--- config.mk ---
export PLATFORM = sky130hd
export DESIGN_NAME = first_fit_bin_packer_core
export DESIGN_NICKNAME = d
export VERILOG_FILES = /design/src/sv/ffbp_pkg.sv /design/src/sv/ffbp_fifo.sv /design/src/sv/ffbp_front.sv /design/src/sv/ffbp_back.sv /design/src/sv/first_fit_bin_packer_core.sv
export SDC_FILE = /design/constraint.sdc
export NUM_CORES = 2
export LEC_CHECK = 0
export BUFFER_PORTS_ARGS = -buffer_cell sky130_fd_sc_hd__buf_2
export CELL_PAD_IN_SITES_DETAIL_PLACEMENT = 1
export CELL_PAD_IN_SITES_GLOBAL_PLACEMENT = 1
export CORE_AREA = 2 2 594 596
export CTS_CLUSTER_SIZE = 40
export DETAILED_ROUTE_END_ITERATION = 8
export DIE_AREA = 0 0 596 598
export PLACE_DENSITY = 0.58
export SLEW_MARGIN = 25
export SYNTH_ARGS = -nofsm -noshare
export SYNTH_HDL_FRONTEND = slang
export SYNTH_HIERARCHICAL = 1
export SYNTH_SLANG_ARGS = --single-unit
export TNS_END_PERCENT = 5
--- constraint.sdc ---
create_clock -name clock -period 8.4 [get_ports clock]
set_clock_uncertainty 0.1 [all_clocks]
set_input_delay 0 -clock clock [delete_from_list [all_inputs] [get_ports clock]]
set_output_delay 0 -clock clock [all_outputs]
set_load 0.1 [all_outputs]
--- src/sv/ffbp_pkg.sv ---
// ffbp_pkg: shared widths, reset values, codes and payload structs
// for the first-fit bin packer. No dependencies.
`timescale 1ns / 1ps
`default_nettype none
package ffbp_pkg;

   localparam int MAX_BINS_DEF = 64;

   localparam int CID_W   = 16;
   localparam int REC_W   = 16;
   localparam int RB_W    = 16;
   localparam int CAP_W   = 32;
   localparam int DEM_W   = 32;
   localparam int BIDX_W  = 6;
   localparam int BOPEN_W = 7;
   localparam int STAT_W  = 2;

   localparam int CSR_IDX_W  = 1;
   localparam int CSR_DATA_W = 32;

   localparam logic [CSR_IDX_W-1:0] CSR_BIN_CAPACITY = 1'd0;
   localparam logic [CSR_IDX_W-1:0] CSR_RECORD_BYTES = 1'd1;

   localparam logic [CAP_W-1:0] CAP_RESET = 32'd1048576;
   localparam logic [RB_W-1:0]  RB_RESET  = 16'd64;

   localparam logic [STAT_W-1:0] ST_PLACED   = 2'd0;
   localparam logic [STAT_W-1:0] ST_OVERSIZE = 2'd1;
   localparam logic [STAT_W-1:0] ST_REJECTED = 2'd2;

   // classified item handed from front to back
   typedef struct packed {
      logic [CID_W-1:0] cid;
      logic [DEM_W-1:0] demand;
      logic             oversize;
   } job_type;

   typedef struct packed {
      logic [CID_W-1:0]   cid;
      logic [BIDX_W-1:0]  bin_index;
      logic [BOPEN_W-1:0] bins_open;
      logic [STAT_W-1:0]  status;
   } rsp_type;

endpackage
`default_nettype wire

--- src/sv/ffbp_fifo.sv ---
// ffbp_fifo: small register queue, power-of-two depth.
// Uses no package items; used between front, back and the result port.
`timescale 1ns / 1ps
`default_nettype none
module ffbp_fifo #(
   parameter int WIDTH = 8,
   parameter int DEPTH = 2
) (
   input  wire logic             clock,
   input  wire logic             reset,
   input  wire logic             push,
   input  wire logic [WIDTH-1:0] din,
   output logic                  full,
   input  wire logic             pop,
   output logic [WIDTH-1:0]      dout,
   output logic                  empty
);
   localparam int PTR_W = (DEPTH > 1) ? $clog2(DEPTH) : 1;

   logic [WIDTH-1:0] slot_ff [DEPTH];
   logic [PTR_W-1:0] wr_ptr_ff, wr_ptr_in;
   logic [PTR_W-1:0] rd_ptr_ff, rd_ptr_in;
   logic [PTR_W:0]   count_ff, count_in;
   logic             do_push, do_pop;

   assign full    = (count_ff == (PTR_W+1)'(DEPTH));
   assign empty   = (count_ff == '0);
   assign do_push = push && !full;
   assign do_pop  = pop && !empty;
   assign dout    = slot_ff[rd_ptr_ff];

   always_comb begin
      wr_ptr_in = do_push ? wr_ptr_ff + 1'b1 : wr_ptr_ff;
      rd_ptr_in = do_pop ? rd_ptr_ff + 1'b1 : rd_ptr_ff;
      count_in  = count_ff;
      if (do_push && !do_pop) begin
         count_in = count_ff + 1'b1;
      end else if (do_pop && !do_push) begin
         count_in = count_ff - 1'b1;
      end
   end

   always_ff @(posedge clock) begin
      if (reset) begin
         wr_ptr_ff <= '0;
         rd_ptr_ff <= '0;
         count_ff  <= '0;
      end else begin
         wr_ptr_ff <= wr_ptr_in;
         rd_ptr_ff <= rd_ptr_in;
         count_ff  <= count_in;
      end
   end

   always_ff @(posedge clock) begin
      if (do_push) begin
         slot_ff[wr_ptr_ff] <= din;
      end
   end

endmodule
`default_nettype wire

--- src/sv/ffbp_front.sv ---
// ffbp_front: config registers, item intake, demand multiply and
// oversize classification. Depends on ffbp_pkg.
`timescale 1ns / 1ps
`default_nettype none
module ffbp_front
   import ffbp_pkg::*;
(
   input  wire logic                  clock,
   input  wire logic                  reset,
   input  wire logic                  csr_we,
   input  wire logic [CSR_IDX_W-1:0]  csr_index,
   input  wire logic [CSR_DATA_W-1:0] csr_wdata,
   input  wire logic                  req_push,
   output logic                       req_full,
   input  wire logic [CID_W-1:0]      req_cluster_id,
   input  wire logic [REC_W-1:0]      req_record_count,
   output logic                       job_push,
   output job_type                    job_data,
   input  wire logic                  job_full,
   output logic [CAP_W-1:0]           bin_capacity
);
   logic [CAP_W-1:0] cap_ff, cap_in;
   logic [RB_W-1:0]  rbytes_ff, rbytes_in;
   logic             stage_valid_ff, stage_valid_in;
   logic [CID_W-1:0] stage_cid_ff, stage_cid_in;
   logic [DEM_W-1:0] stage_demand_ff, stage_demand_in;
   logic             accept, advance;

   assign bin_capacity = cap_ff;
   assign advance      = stage_valid_ff && !job_full;
   assign req_full     = stage_valid_ff && job_full;
   assign accept       = req_push && !req_full;

   assign job_push        = advance;
   assign job_data.cid    = stage_cid_ff;
   assign job_data.demand = stage_demand_ff;
   // oversize items skip the scan in the back end
   assign job_data.oversize = (stage_demand_ff > cap_ff);

   always_comb begin
      cap_in    = cap_ff;
      rbytes_in = rbytes_ff;
      if (csr_we) begin
         case (csr_index)
            CSR_BIN_CAPACITY: cap_in    = csr_wdata[CAP_W-1:0];
            CSR_RECORD_BYTES: rbytes_in = csr_wdata[RB_W-1:0];
            default: ;
         endcase
      end
   end

   always_comb begin
      stage_valid_in  = stage_valid_ff;
      stage_cid_in    = stage_cid_ff;
      stage_demand_in = stage_demand_ff;
      if (accept) begin
         stage_valid_in  = 1'b1;
         stage_cid_in    = req_cluster_id;
         stage_demand_in = DEM_W'(req_record_count * rbytes_ff);
      end else if (advance) begin
         stage_valid_in = 1'b0;
      end
   end

   always_ff @(posedge clock) begin
      if (reset) begin
         cap_ff         <= CAP_RESET;
         rbytes_ff      <= RB_RESET;
         stage_valid_ff <= 1'b0;
      end else begin
         cap_ff         <= cap_in;
         rbytes_ff      <= rbytes_in;
         stage_valid_ff <= stage_valid_in;
      end
   end

   always_ff @(posedge clock) begin
      stage_cid_ff    <= stage_cid_in;
      stage_demand_ff <= stage_demand_in;
   end

endmodule
`default_nettype wire

--- src/sv/ffbp_back.sv ---
// ffbp_back: bin usage memory and first-fit scan sequencer, one bin per
// cycle through a registered read port. Depends on ffbp_pkg.
`timescale 1ns / 1ps
`default_nettype none
module ffbp_back
   import ffbp_pkg::*;
#(
   parameter int MAX_BINS = MAX_BINS_DEF
) (
   input  wire logic             clock,
   input  wire logic             reset,
   input  wire logic [CAP_W-1:0] bin_capacity,
   input  wire logic             job_empty,
   input  wire job_type          job_data,
   output logic                  job_pop,
   input  wire logic             rsp_full,
   output logic                  rsp_push,
   output rsp_type               rsp_data
);
   localparam int IDX_W = (MAX_BINS > 1) ? $clog2(MAX_BINS) : 1;
   localparam int NUM_W = $clog2(MAX_BINS + 1);

   typedef enum logic [2:0] {
      S_IDLE = 3'b001,
      S_SCAN = 3'b010,
      S_DONE = 3'b100
   } state_type;

   state_type         state_ff, state_in;
   job_type           job_ff, job_in;
   logic [NUM_W-1:0]  issue_ff, issue_in;
   logic              rd_pend_ff, rd_pend_in;
   logic [IDX_W-1:0]  rd_idx_ff, rd_idx_in;
   logic [CAP_W-1:0]  rd_data_ff;
   logic [NUM_W-1:0]  open_ff, open_in;
   logic              bin0_wr_ff, bin0_wr_in;
   logic              dec_wr_ff, dec_wr_in;
   logic [IDX_W-1:0]  dec_addr_ff, dec_addr_in;
   logic [CAP_W-1:0]  dec_data_ff, dec_data_in;
   logic [STAT_W-1:0] dec_status_ff, dec_status_in;
   logic              dec_inc_ff, dec_inc_in;

   logic [CAP_W-1:0]  used_mem [MAX_BINS];
   logic              mem_we;
   logic [CAP_W-1:0]  used_val;
   logic [CAP_W:0]    fit_sum;
   logic              fit, issue_ok, room_left;
   logic [NUM_W-1:0]  open_next;
   logic [31:0]       addr_wide, open_wide;

   // bins at index 1 and up are written when opened; only bin 0 needs a flag
   assign used_val  = (rd_idx_ff == '0 && !bin0_wr_ff) ? '0 : rd_data_ff;
   assign fit_sum   = {1'b0, used_val} + {1'b0, job_ff.demand};
   assign fit       = (fit_sum <= {1'b0, bin_capacity});
   assign issue_ok  = (issue_ff < open_ff);
   assign room_left = (open_ff < NUM_W'(MAX_BINS));
   assign open_next = dec_inc_ff ? open_ff + 1'b1 : open_ff;
   assign addr_wide = 32'(dec_addr_ff);
   assign open_wide = 32'(open_next);

   assign rsp_data.cid       = job_ff.cid;
   assign rsp_data.bin_index = addr_wide[BIDX_W-1:0];
   assign rsp_data.bins_open = open_wide[BOPEN_W-1:0];
   assign rsp_data.status    = dec_status_ff;

   always_comb begin
      state_in      = state_ff;
      job_in        = job_ff;
      issue_in      = issue_ff;
      rd_pend_in    = rd_pend_ff;
      rd_idx_in     = rd_idx_ff;
      open_in       = open_ff;
      bin0_wr_in    = bin0_wr_ff;
      dec_wr_in     = dec_wr_ff;
      dec_addr_in   = dec_addr_ff;
      dec_data_in   = dec_data_ff;
      dec_status_in = dec_status_ff;
      dec_inc_in    = dec_inc_ff;
      job_pop       = 1'b0;
      rsp_push      = 1'b0;
      mem_we        = 1'b0;
      case (state_ff)
         S_IDLE: begin
            if (!job_empty) begin
               job_pop    = 1'b1;
               job_in     = job_data;
               issue_in   = '0;
               rd_pend_in = 1'b0;
               state_in   = S_SCAN;
            end
         end
         S_SCAN: begin
            if (!job_ff.oversize && rd_pend_ff && fit) begin
               dec_wr_in     = 1'b1;
               dec_addr_in   = rd_idx_ff;
               dec_data_in   = fit_sum[CAP_W-1:0];
               dec_status_in = ST_PLACED;
               dec_inc_in    = 1'b0;
               state_in      = S_DONE;
            end else if (job_ff.oversize || (!rd_pend_ff && !issue_ok)) begin
               // no open bin fits, or the item is oversize: open the next one if any is left
               state_in = S_DONE;
               if (room_left) begin
                  dec_wr_in     = 1'b1;
                  dec_addr_in   = open_ff[IDX_W-1:0];
                  dec_data_in   = job_ff.oversize ? bin_capacity : job_ff.demand;
                  dec_status_in = job_ff.oversize ? ST_OVERSIZE : ST_PLACED;
                  dec_inc_in    = 1'b1;
               end else begin
                  dec_wr_in     = 1'b0;
                  dec_addr_in   = '0;
                  dec_status_in = ST_REJECTED;
                  dec_inc_in    = 1'b0;
               end
            end else begin
               rd_pend_in = issue_ok;
               rd_idx_in  = issue_ff[IDX_W-1:0];
               if (issue_ok) begin
                  issue_in = issue_ff + 1'b1;
               end
            end
         end
         S_DONE: begin
            if (!rsp_full) begin
               rsp_push = 1'b1;
               mem_we   = dec_wr_ff;
               open_in  = open_next;
               if (dec_wr_ff && dec_addr_ff == '0) begin
                  bin0_wr_in = 1'b1;
               end
               state_in = S_IDLE;
            end
         end
         default: state_in = S_IDLE;
      endcase
   end

   always_ff @(posedge clock) begin
      if (reset) begin
         state_ff   <= S_IDLE;
         rd_pend_ff <= 1'b0;
         open_ff    <= NUM_W'(1);
         bin0_wr_ff <= 1'b0;
      end else begin
         state_ff   <= state_in;
         rd_pend_ff <= rd_pend_in;
         open_ff    <= open_in;
         bin0_wr_ff <= bin0_wr_in;
      end
   end

   always_ff @(posedge clock) begin
      job_ff        <= job_in;
      issue_ff      <= issue_in;
      rd_idx_ff     <= rd_idx_in;
      dec_wr_ff     <= dec_wr_in;
      dec_addr_ff   <= dec_addr_in;
      dec_data_ff   <= dec_data_in;
      dec_status_ff <= dec_status_in;
      dec_inc_ff    <= dec_inc_in;
   end

   always_ff @(posedge clock) begin
      if (mem_we) begin
         used_mem[dec_addr_ff] <= dec_data_ff;
      end
      rd_data_ff <= used_mem[issue_ff[IDX_W-1:0]];
   end

   open_range_chk: assert property (@(posedge clock) disable iff (reset)
      open_ff != '0 && open_ff <= NUM_W'(MAX_BINS))
      else $error("open bin count out of range");

   scan_idx_chk: assert property (@(posedge clock) disable iff (reset)
      state_ff == S_SCAN && rd_pend_ff |-> NUM_W'(rd_idx_ff) < open_ff)
      else $error("scan read beyond open bins");

   chosen_chk: assert property (@(posedge clock) disable iff (reset)
      state_ff == S_DONE && dec_wr_ff |-> NUM_W'(dec_addr_ff) <= open_ff)
      else $error("chosen bin beyond next bin to open");

   reject_chk: assert property (@(posedge clock) disable iff (reset)
      state_ff == S_DONE && dec_status_ff == ST_REJECTED
      |-> open_ff == NUM_W'(MAX_BINS) && !dec_wr_ff)
      else $error("rejection while bins remain");

endmodule
`default_nettype wire

--- src/sv/first_fit_bin_packer_core.sv ---
// first_fit_bin_packer_core: top level; front end, job queue, scan back end
// and result queue. Depends on ffbp_pkg, ffbp_fifo, ffbp_front, ffbp_back.
// Scan: the back end handles one item at a time, pops no new job until the
// last result is pushed, and reads the bin usage memory through its single read port.
// Reset: synchronous; clears config to defaults, queues and one open bin;
// the usage memory needs no clearing pass (fill count plus a bin 0 flag).
`timescale 1ns / 1ps
`default_nettype none
module first_fit_bin_packer_core
   import ffbp_pkg::*;
#(
   parameter int MAX_BINS = MAX_BINS_DEF
) (
   input  wire logic                  clock,
   input  wire logic                  reset,
   input  wire logic                  csr_we,
   input  wire logic [CSR_IDX_W-1:0]  csr_index,
   input  wire logic [CSR_DATA_W-1:0] csr_wdata,
   input  wire logic                  req_push,
   output logic                       req_full,
   input  wire logic [CID_W-1:0]      req_cluster_id,
   input  wire logic [REC_W-1:0]      req_record_count,
   output logic                       rsp_empty,
   input  wire logic                  rsp_pop,
   output logic [CID_W-1:0]           rsp_placed_cluster,
   output logic [BIDX_W-1:0]          rsp_bin_index,
   output logic [BOPEN_W-1:0]         rsp_bins_open,
   output logic [STAT_W-1:0]          rsp_status
);
   localparam int JOB_W = $bits(job_type);
   localparam int RSP_W = $bits(rsp_type);

   logic             job_push, job_full, job_empty, job_pop;
   job_type          job_in_data, job_out_data;
   logic [JOB_W-1:0] job_out_bits;
   logic [CAP_W-1:0] bin_capacity;
   logic             res_push, res_full;
   rsp_type          res_in_data, res_out_data;
   logic [RSP_W-1:0] res_out_bits;

   ffbp_front u_front (
      .clock            (clock),
      .reset            (reset),
      .csr_we           (csr_we),
      .csr_index        (csr_index),
      .csr_wdata        (csr_wdata),
      .req_push         (req_push),
      .req_full         (req_full),
      .req_cluster_id   (req_cluster_id),
      .req_record_count (req_record_count),
      .job_push         (job_push),
      .job_data         (job_in_data),
      .job_full         (job_full),
      .bin_capacity     (bin_capacity)
   );

   ffbp_fifo #(.WIDTH(JOB_W), .DEPTH(2)) u_job_q (
      .clock (clock),
      .reset (reset),
      .push  (job_push),
      .din   (job_in_data),
      .full  (job_full),
      .pop   (job_pop),
      .dout  (job_out_bits),
      .empty (job_empty)
   );
   assign job_out_data = job_out_bits;

   ffbp_back #(.MAX_BINS(MAX_BINS)) u_back (
      .clock        (clock),
      .reset        (reset),
      .bin_capacity (bin_capacity),
      .job_empty    (job_empty),
      .job_data     (job_out_data),
      .job_pop      (job_pop),
      .rsp_full     (res_full),
      .rsp_push     (res_push),
      .rsp_data     (res_in_data)
   );

   ffbp_fifo #(.WIDTH(RSP_W), .DEPTH(2)) u_rsp_q (
      .clock (clock),
      .reset (reset),
      .push  (res_push),
      .din   (res_in_data),
      .full  (res_full),
      .pop   (rsp_pop),
      .dout  (res_out_bits),
      .empty (rsp_empty)
   );
   assign res_out_data = res_out_bits;

   assign rsp_placed_cluster = res_out_data.cid;
   assign rsp_bin_index      = res_out_data.bin_index;
   assign rsp_bins_open      = res_out_data.bins_open;
   assign rsp_status         = res_out_data.status;

endmodule
`default_nettype wire
Word-level counts from Yosys, hierarchy flattened
Memory sizes are Yosys's and may differ from the RTL's. A register that Yosys moved wholly into a read port is not among the register bits. Cells that the tools add are included.

$add $sub $neg: 11. Multiply operators: 1. $lt $le $gt $ge: 4. Equality and inequality tests: 11. Multiplexer cells: 48. Bitwise operators: 5. Reduce and logical (&&, ||, !) cells: 51.

Operator list (count): $mux 32 (5); $mux 7 (5); $add 32x32->33 (1); $le 33x32->1 (1); $gt 32x32->1 (1); $mul 16x16->32 (1); $mux 1 (22); $mux 6 (3); $logic_and 1x1->1 (16); $add 7x1->7 const B (2); $pmux 7 s2 (1); $logic_not 1->1 (13); $logic_not 6->1 (2); $mux 2 (6); $mux 3 (4); $reduce_and 3->1 (4); $reduce_bool 2->1 (6); $reduce_and 2->1 (5); $pmux 3 s3 (1); $ne 2x2->1 const B (4); $lt 7x7->1 (1); $lt 7x7->1 const B (1); $not 1->1 (5); $reduce_and 5->1 (1); other kinds (13) (20).

Register bits: 172. RAM bits: 2208. Bits of input ports: 70. Output and inout bits: 33. Logic and storage cells: 156. Memories: 3.

Memory list: u_back.used_mem (words 64, width 32, rd ports 1, clocked after memory_dff 1, write ports 1, RTL line ffbp_back.sv:43) `logic [CAP_W-1:0] used_mem [MAX_BINS];`; u_job_q.slot_ff (words 2, width 49, rd ports 1, clocked after memory_dff 1, write ports 1, RTL line ffbp_fifo.sv:20) `logic [WIDTH-1:0] slot_ff [DEPTH];`; u_rsp_q.slot_ff (words 2, width 31, rd ports 1, clocked after memory_dff 1, write ports 1, RTL line ffbp_fifo.sv:20).

Longest topological paths before layout
Depth after elaboration: 8. Depth in mapped cells: 26. Depth with buffers taken out: 23.

By module
The synthesis kept the hierarchy.

By module, submodules not included: ffbp_back (instances 1, cells an instance 3761, area each 85943.7 µm², sequential area each 65502.8 µm²); ffbp_front (instances 1, cells an instance 1353, area each 12421.9 µm², sequential area each 2422.3 µm²); ffbp_fifo (u_job_q) (instances 1, cells an instance 177, area each 3746.1 µm², sequential area each 3042.9 µm²); ffbp_fifo (u_rsp_q) (instances 1, cells an instance 121, area each 2443.6 µm², sequential area each 1961.9 µm²).

Least setup slack after synthesis
No wires, ideal clock.

Path kind: register to register. Start point: reg u_back.rd_idx_ff[2]. End point: reg u_back.dec_data_ff[0] (enable). Setup time: 0.461 ns. Data arrival time: 6.591 ns. Data required time: 7.839 ns. Setup slack: 1.248 ns. Stages on the path, launching flop included: 23. Buffers on the path: 2. Period minus slack after synthesis: 7.152 ns. Path through: edfxtp_1 -> nor4_1 -> nand2_1 -> clkbuf_1 -> and2_1 -> ha_1 -> o211ai_1 -> o21ai_0 -> o2111ai_1 -> a21boi_0 -> o21ai_0 -> a311o_1 -> xnor2_1 -> ha_1 -> nand2_1 -> nor3_1 -> nor4b_1 -> nand4_1 -> o211ai_1 -> and4_1 -> buf_6 -> a211oi_1 -> nor3_1.

Cells in the longest elaborated chain, start to end: 8. Elaborated cells on any way between the ends: 9. Classes of those cells: add/sub: 1; order compare: 1; mux: 1; reduce/logical: 6.

Ends and longest elaborated chain: from (decl) (RTL line ffbp_back.sv:33) `logic [IDX_W-1:0] rd_idx_ff, rd_idx_in;`; from (signal assigned) (RTL line ffbp_back.sv:155) `rd_idx_ff <= rd_idx_in;`; $logic_not 6->1 * (RTL line ffbp_back.sv:52) `assign used_val = (rd_idx_ff == '0 && !bin0_wr_ff) ? '0 : rd_data_ff;`; $logic_and 1x1->1 * (RTL line ffbp_back.sv:52); $mux 32 * (RTL line ffbp_back.sv:52); $add 32x32->33 * (RTL line ffbp_back.sv:53) `assign fit_sum = {1'b0, used_val} + {1'b0, job_ff.demand};`; $le 33x32->1 * (RTL line ffbp_back.sv:54) `assign fit = (fit_sum <= {1'b0, bin_capacity});`; $logic_and 1x1->1 * (RTL line ffbp_back.sv:93) `if (!job_ff.oversize && rd_pend_ff && fit) begin`; $reduce_bool 2->1 (no line); $reduce_and 3->1 (no line) *; to (signal assigned) (RTL line ffbp_back.sv:158) `dec_data_ff <= dec_data_in;`; to (decl) (RTL line ffbp_back.sv:39) `logic [CAP_W-1:0] dec_data_ff, dec_data_in;`.

Mark *: on every way between the ends. The rest lies on a longest branch, timed or not. A chain may end at the register's enable or synchronous reset.

Worst setup path in the final report
Start point: reg u_back.rd_idx_ff[2]. End point: reg u_back.rd_idx_ff[4] (enable).

Cells in the longest elaborated chain, start to end: 8.

Ends and longest elaborated chain (RTL line): $logic_not 6->1 (ffbp_back.sv:52); $logic_and 1x1->1 (ffbp_back.sv:52); $mux 32 (ffbp_back.sv:52); $add 32x32->33 (ffbp_back.sv:53); $le 33x32->1 (ffbp_back.sv:54); $logic_and 1x1->1 (ffbp_back.sv:93); $not 1->1 (no line); $reduce_and 3->1 (no line).

No other way between the ends.

==> metrics.yaml <==
critPathMaxFanout: 32
synthToLayoutAreaGrowth_pct: 16.6
maxSlewViolCount: 0
dieHeight_um: 598
yosysSeqAreaShare_pct: 69.8
cts.sinks: 2463
final_layout_size_suffix_gt1_share_pct: 24.5
cap_violations: 0
hold_viol: 0
die_w_um: 596
drc: 0
whs_path_depth: 6
start_kind: "register"
min_path_type: "input port to register"
outcome: "completed"
finalCritPeriodShare_pct: 87.0
grt_overflow: 0
clkPwrFrac_pct: 32.6
final_cell_mix: "2360 x edfxtp_1, 672 x mux4_2, 313 x inv_1, 313 x nand2_1, 289 x clkbuf_16"
dp_hpwl_um: 164000
antenna_found_initial: 17
ctsResizeCount: 0
fin_nets: 6291
wl_per_cell_um: 25.8
ios: 103
maxSlewHeadroom_pct: 29.5
slowest_stage: "a211oi_1"
dieArea_um2: 356000
grt_pass1_wl_um: 401000
final_core_utilization_pct: 34.7
synth_cell_types: 68
p_per_area_nw_per_um2: 305
place_congestion: 0.790
swShare_pct: 29.9
cp_data_required_time_ns: 8.78
cts_buffer_depth: 4
synth-seq-cells: 2463
clock_latency_ns: 0.93
crit_arrival_ns: 7.69
async_flop_share_pct: 0
ir_worst_vdd_uv: 299
post-place-cells: 10011
period_needed_ns: 7.31
power_frac_comb_pct: 28.7
antenna_left: 0
worst-slew-pin-transition_ns: 1.06
syn_area_per_cell_um2: 19.3
via_per_inst: 4.90
routed_wl_um: 274000
endpoint_kind: "register"
cts_tree: "built"
grt_usage_pct: 15.3
syn_area_um2: 105000
fmax_ghz: 0.137
via_count: 52075
whs_ns: 0.175
layout_commonest_cell: "edfxtp_1"
first_pass_iters: 5
path_clk_slew_ns: 0.06
synthCells: 5412
crit_type: "register to register"
p_leak_nw: 40.0
syn_nets: 5887
root_buffer: "clkbuf_16"
setup_viol: 0
io_buffers: 102
rsz0062_at_grt: "no"
start_util_pct: 29.8
htree_num_levels: 5
cts_buffers: 284
rows: 218
synth-edff-count: 2360
yosys_warnings: 6
ys.flop_type: "edfxtp_1"
internal_power_w: 0.0261
fin_cells: 10636
fin_ws_ns: 1.09
cts_setup_buffers: 0
drt-initial-drc-count: 4293
crit_chain: "nor4_1 -> nand2_1 -> and2_1 -> ha_1 -> o211ai_1 -> o21ai_0 -> o2111ai_1 -> a21boi_0 -> o21ai_0 -> a311o_1 -> xnor2_1 -> ha_1 -> nand2_1 -> nor3_1 -> nor4b_1 -> a31oi_1 -> and4_2 -> a211oi_1 -> nor2b_1"
switchingPower_w: 0.0111
grt_pass1_vias: 56575
core-area_um2: 351000
reg2reg_depth: 19
grt_max_degree: 119
critPathMaxStageDelay_ns: 0.67
setup_tns_ns: 0
pwr-share-seq_pct: 38.7
pre_cts_ws_ns: 1.04
-- cell type report --
class / count / area [µm²]
well taps: 4620 / 5780
flip-flops and latches: 2463 / 72900
multi-input cells: 2373 / 29800
fillers: 34761 / 229000
repair buffers: 380 / 3120
clock buffers: 359 / 7670
inverters: 314 / 1180
clock inverters: 123 / 1360
diodes: 4 / 10.0
-- cell usage after synthesis, drive strengths merged (12+ instances only) --
library cell,count,area [µm²]
mux2i,32,320
a211oi,12,90.1
nor2b,14,92.6
a21oi,133,673
o21ai,69,349
fa,195,3900
buf,84,453
nor2,159,597
nand4,18,113
mux4,672,15100
dfxtp,103,2060
nand2b,15,93.8
clkbuf,178,668
nand3,20,100
mux2,81,912
ha,210,2630
nand2,313,1170
inv,314,1180
xor2,30,263
xnor2,47,412
and2,162,1010
nor3,15,75.1
edfxtp,2360,70900
a21o,54,405
-- cell families (layout without fill, tap and decap cells) --
| logic type | Yosys count | count (layout) | share of synthesized area (%) |
|---|---|---|---|
| other | 0 | 4 | 0 |
| buffers and inverters | 576 | 1176 | 2.20 |
| adder cells (fa/ha/maj) | 405 | 405 | 6.25 |
| AO/OA/AOI/OAI | 343 | 343 | 2.05 |
| AND/OR/NAND/NOR | 763 | 763 | 3.45 |
| XOR/XNOR | 77 | 77 | 0.645 |
| flip-flops | 2463 | 2463 | 69.8 |
| multiplexers | 785 | 785 | 15.7 |
-- final timing paths --
kind,from,endpoint,slack (ns)
max,u_back/rd_idx_ff[2]$_DFFE_PP_,u_back/rd_idx_ff[4]$_DFFE_PP_,1.09
min reg2reg,u_back/rsp_data[30]$_DFFE_PP_,u_rsp_q/slot_ff[1][30]$_DFFE_PP_,0.35
max reg2reg,u_back/rd_idx_ff[2]$_DFFE_PP_,u_back/rd_idx_ff[4]$_DFFE_PP_,1.09
min,req_record_count[3],u_front/stage_demand_ff[3]$_DFFE_PP_,0.18
-- power by group through the flow --
stage / Combinational, W / Clock (W) / Sequential, W
4_1_cts: 0.0109 / 0.0124 / 0.0144
3_5_place_dp: 0.0108 / 0 / 0.0147
5_1_grt: 0.0116 / 0.0129 / 0.0144
2_1_floorplan: 0.00751 / 0 / 0.0144
6_report: 0.0107 / 0.0121 / 0.0144
3_3_place_gp: 0.0106 / 0 / 0.0147
-- worst max-delay path, delay by kind of cell (launching register included) --
family / cells / cell delay (ns)
simple gates: 8 / 2.81
xor+xnor: 1 / 0.17
flops: 1 / 0.40
fa+ha+maj: 2 / 0.69
compound gates: 8 / 2.75
-- per-stage QoR --
stage / total power, W / instance area [µm²]
after global placement: 0.0253 / 111000
after floorplan: 0.0219 / 105000
after CTS: 0.0377 / 122000
after detailed placement: 0.0254 / 111000
after global routing: 0.0389 / 122000
final: 0.0372 / 122000
-- state kept, by name, summed over array words and instances, names as in the netlist, 3 cells and up, named ones only --
signal,flops
u_back/rd_data_ff,32
u_rsp_q/slot_ff,62
u_front/rbytes_ff,16
u_back/open_ff,7
u_front/bin_capacity,32
u_back/dec_addr_ff,6
u_back/issue_ff,7
u_front/stage_demand_ff,32
u_back/rsp_data,16
u_back/job_ff,33
u_back/state_ff,3
u_back/used_mem,2048
u_front/stage_cid_ff,16
u_back/dec_data_ff,32
u_back/rd_idx_ff,6
u_job_q/slot_ff,98
-- layer usage --
metal	global-route usage (%)	up-vias	part of all wire [%]
met5	0	-	0
met4	3.90	0	2.3
met3	2.88	388	5.8
met2	25.8	1374	50
met1	20.4	28204	42
li1	-	22109	-
-- what timing repair did --
| item | in CTS | in global routing |
|---|---|---|
| hold endpoints to repair | 137 | 0 |
| hold buffers | 137 | 0 |
| endpoints found under the setup margin | 0 | 0 |
Note: power is estimated with default switching activity, not from simulation.
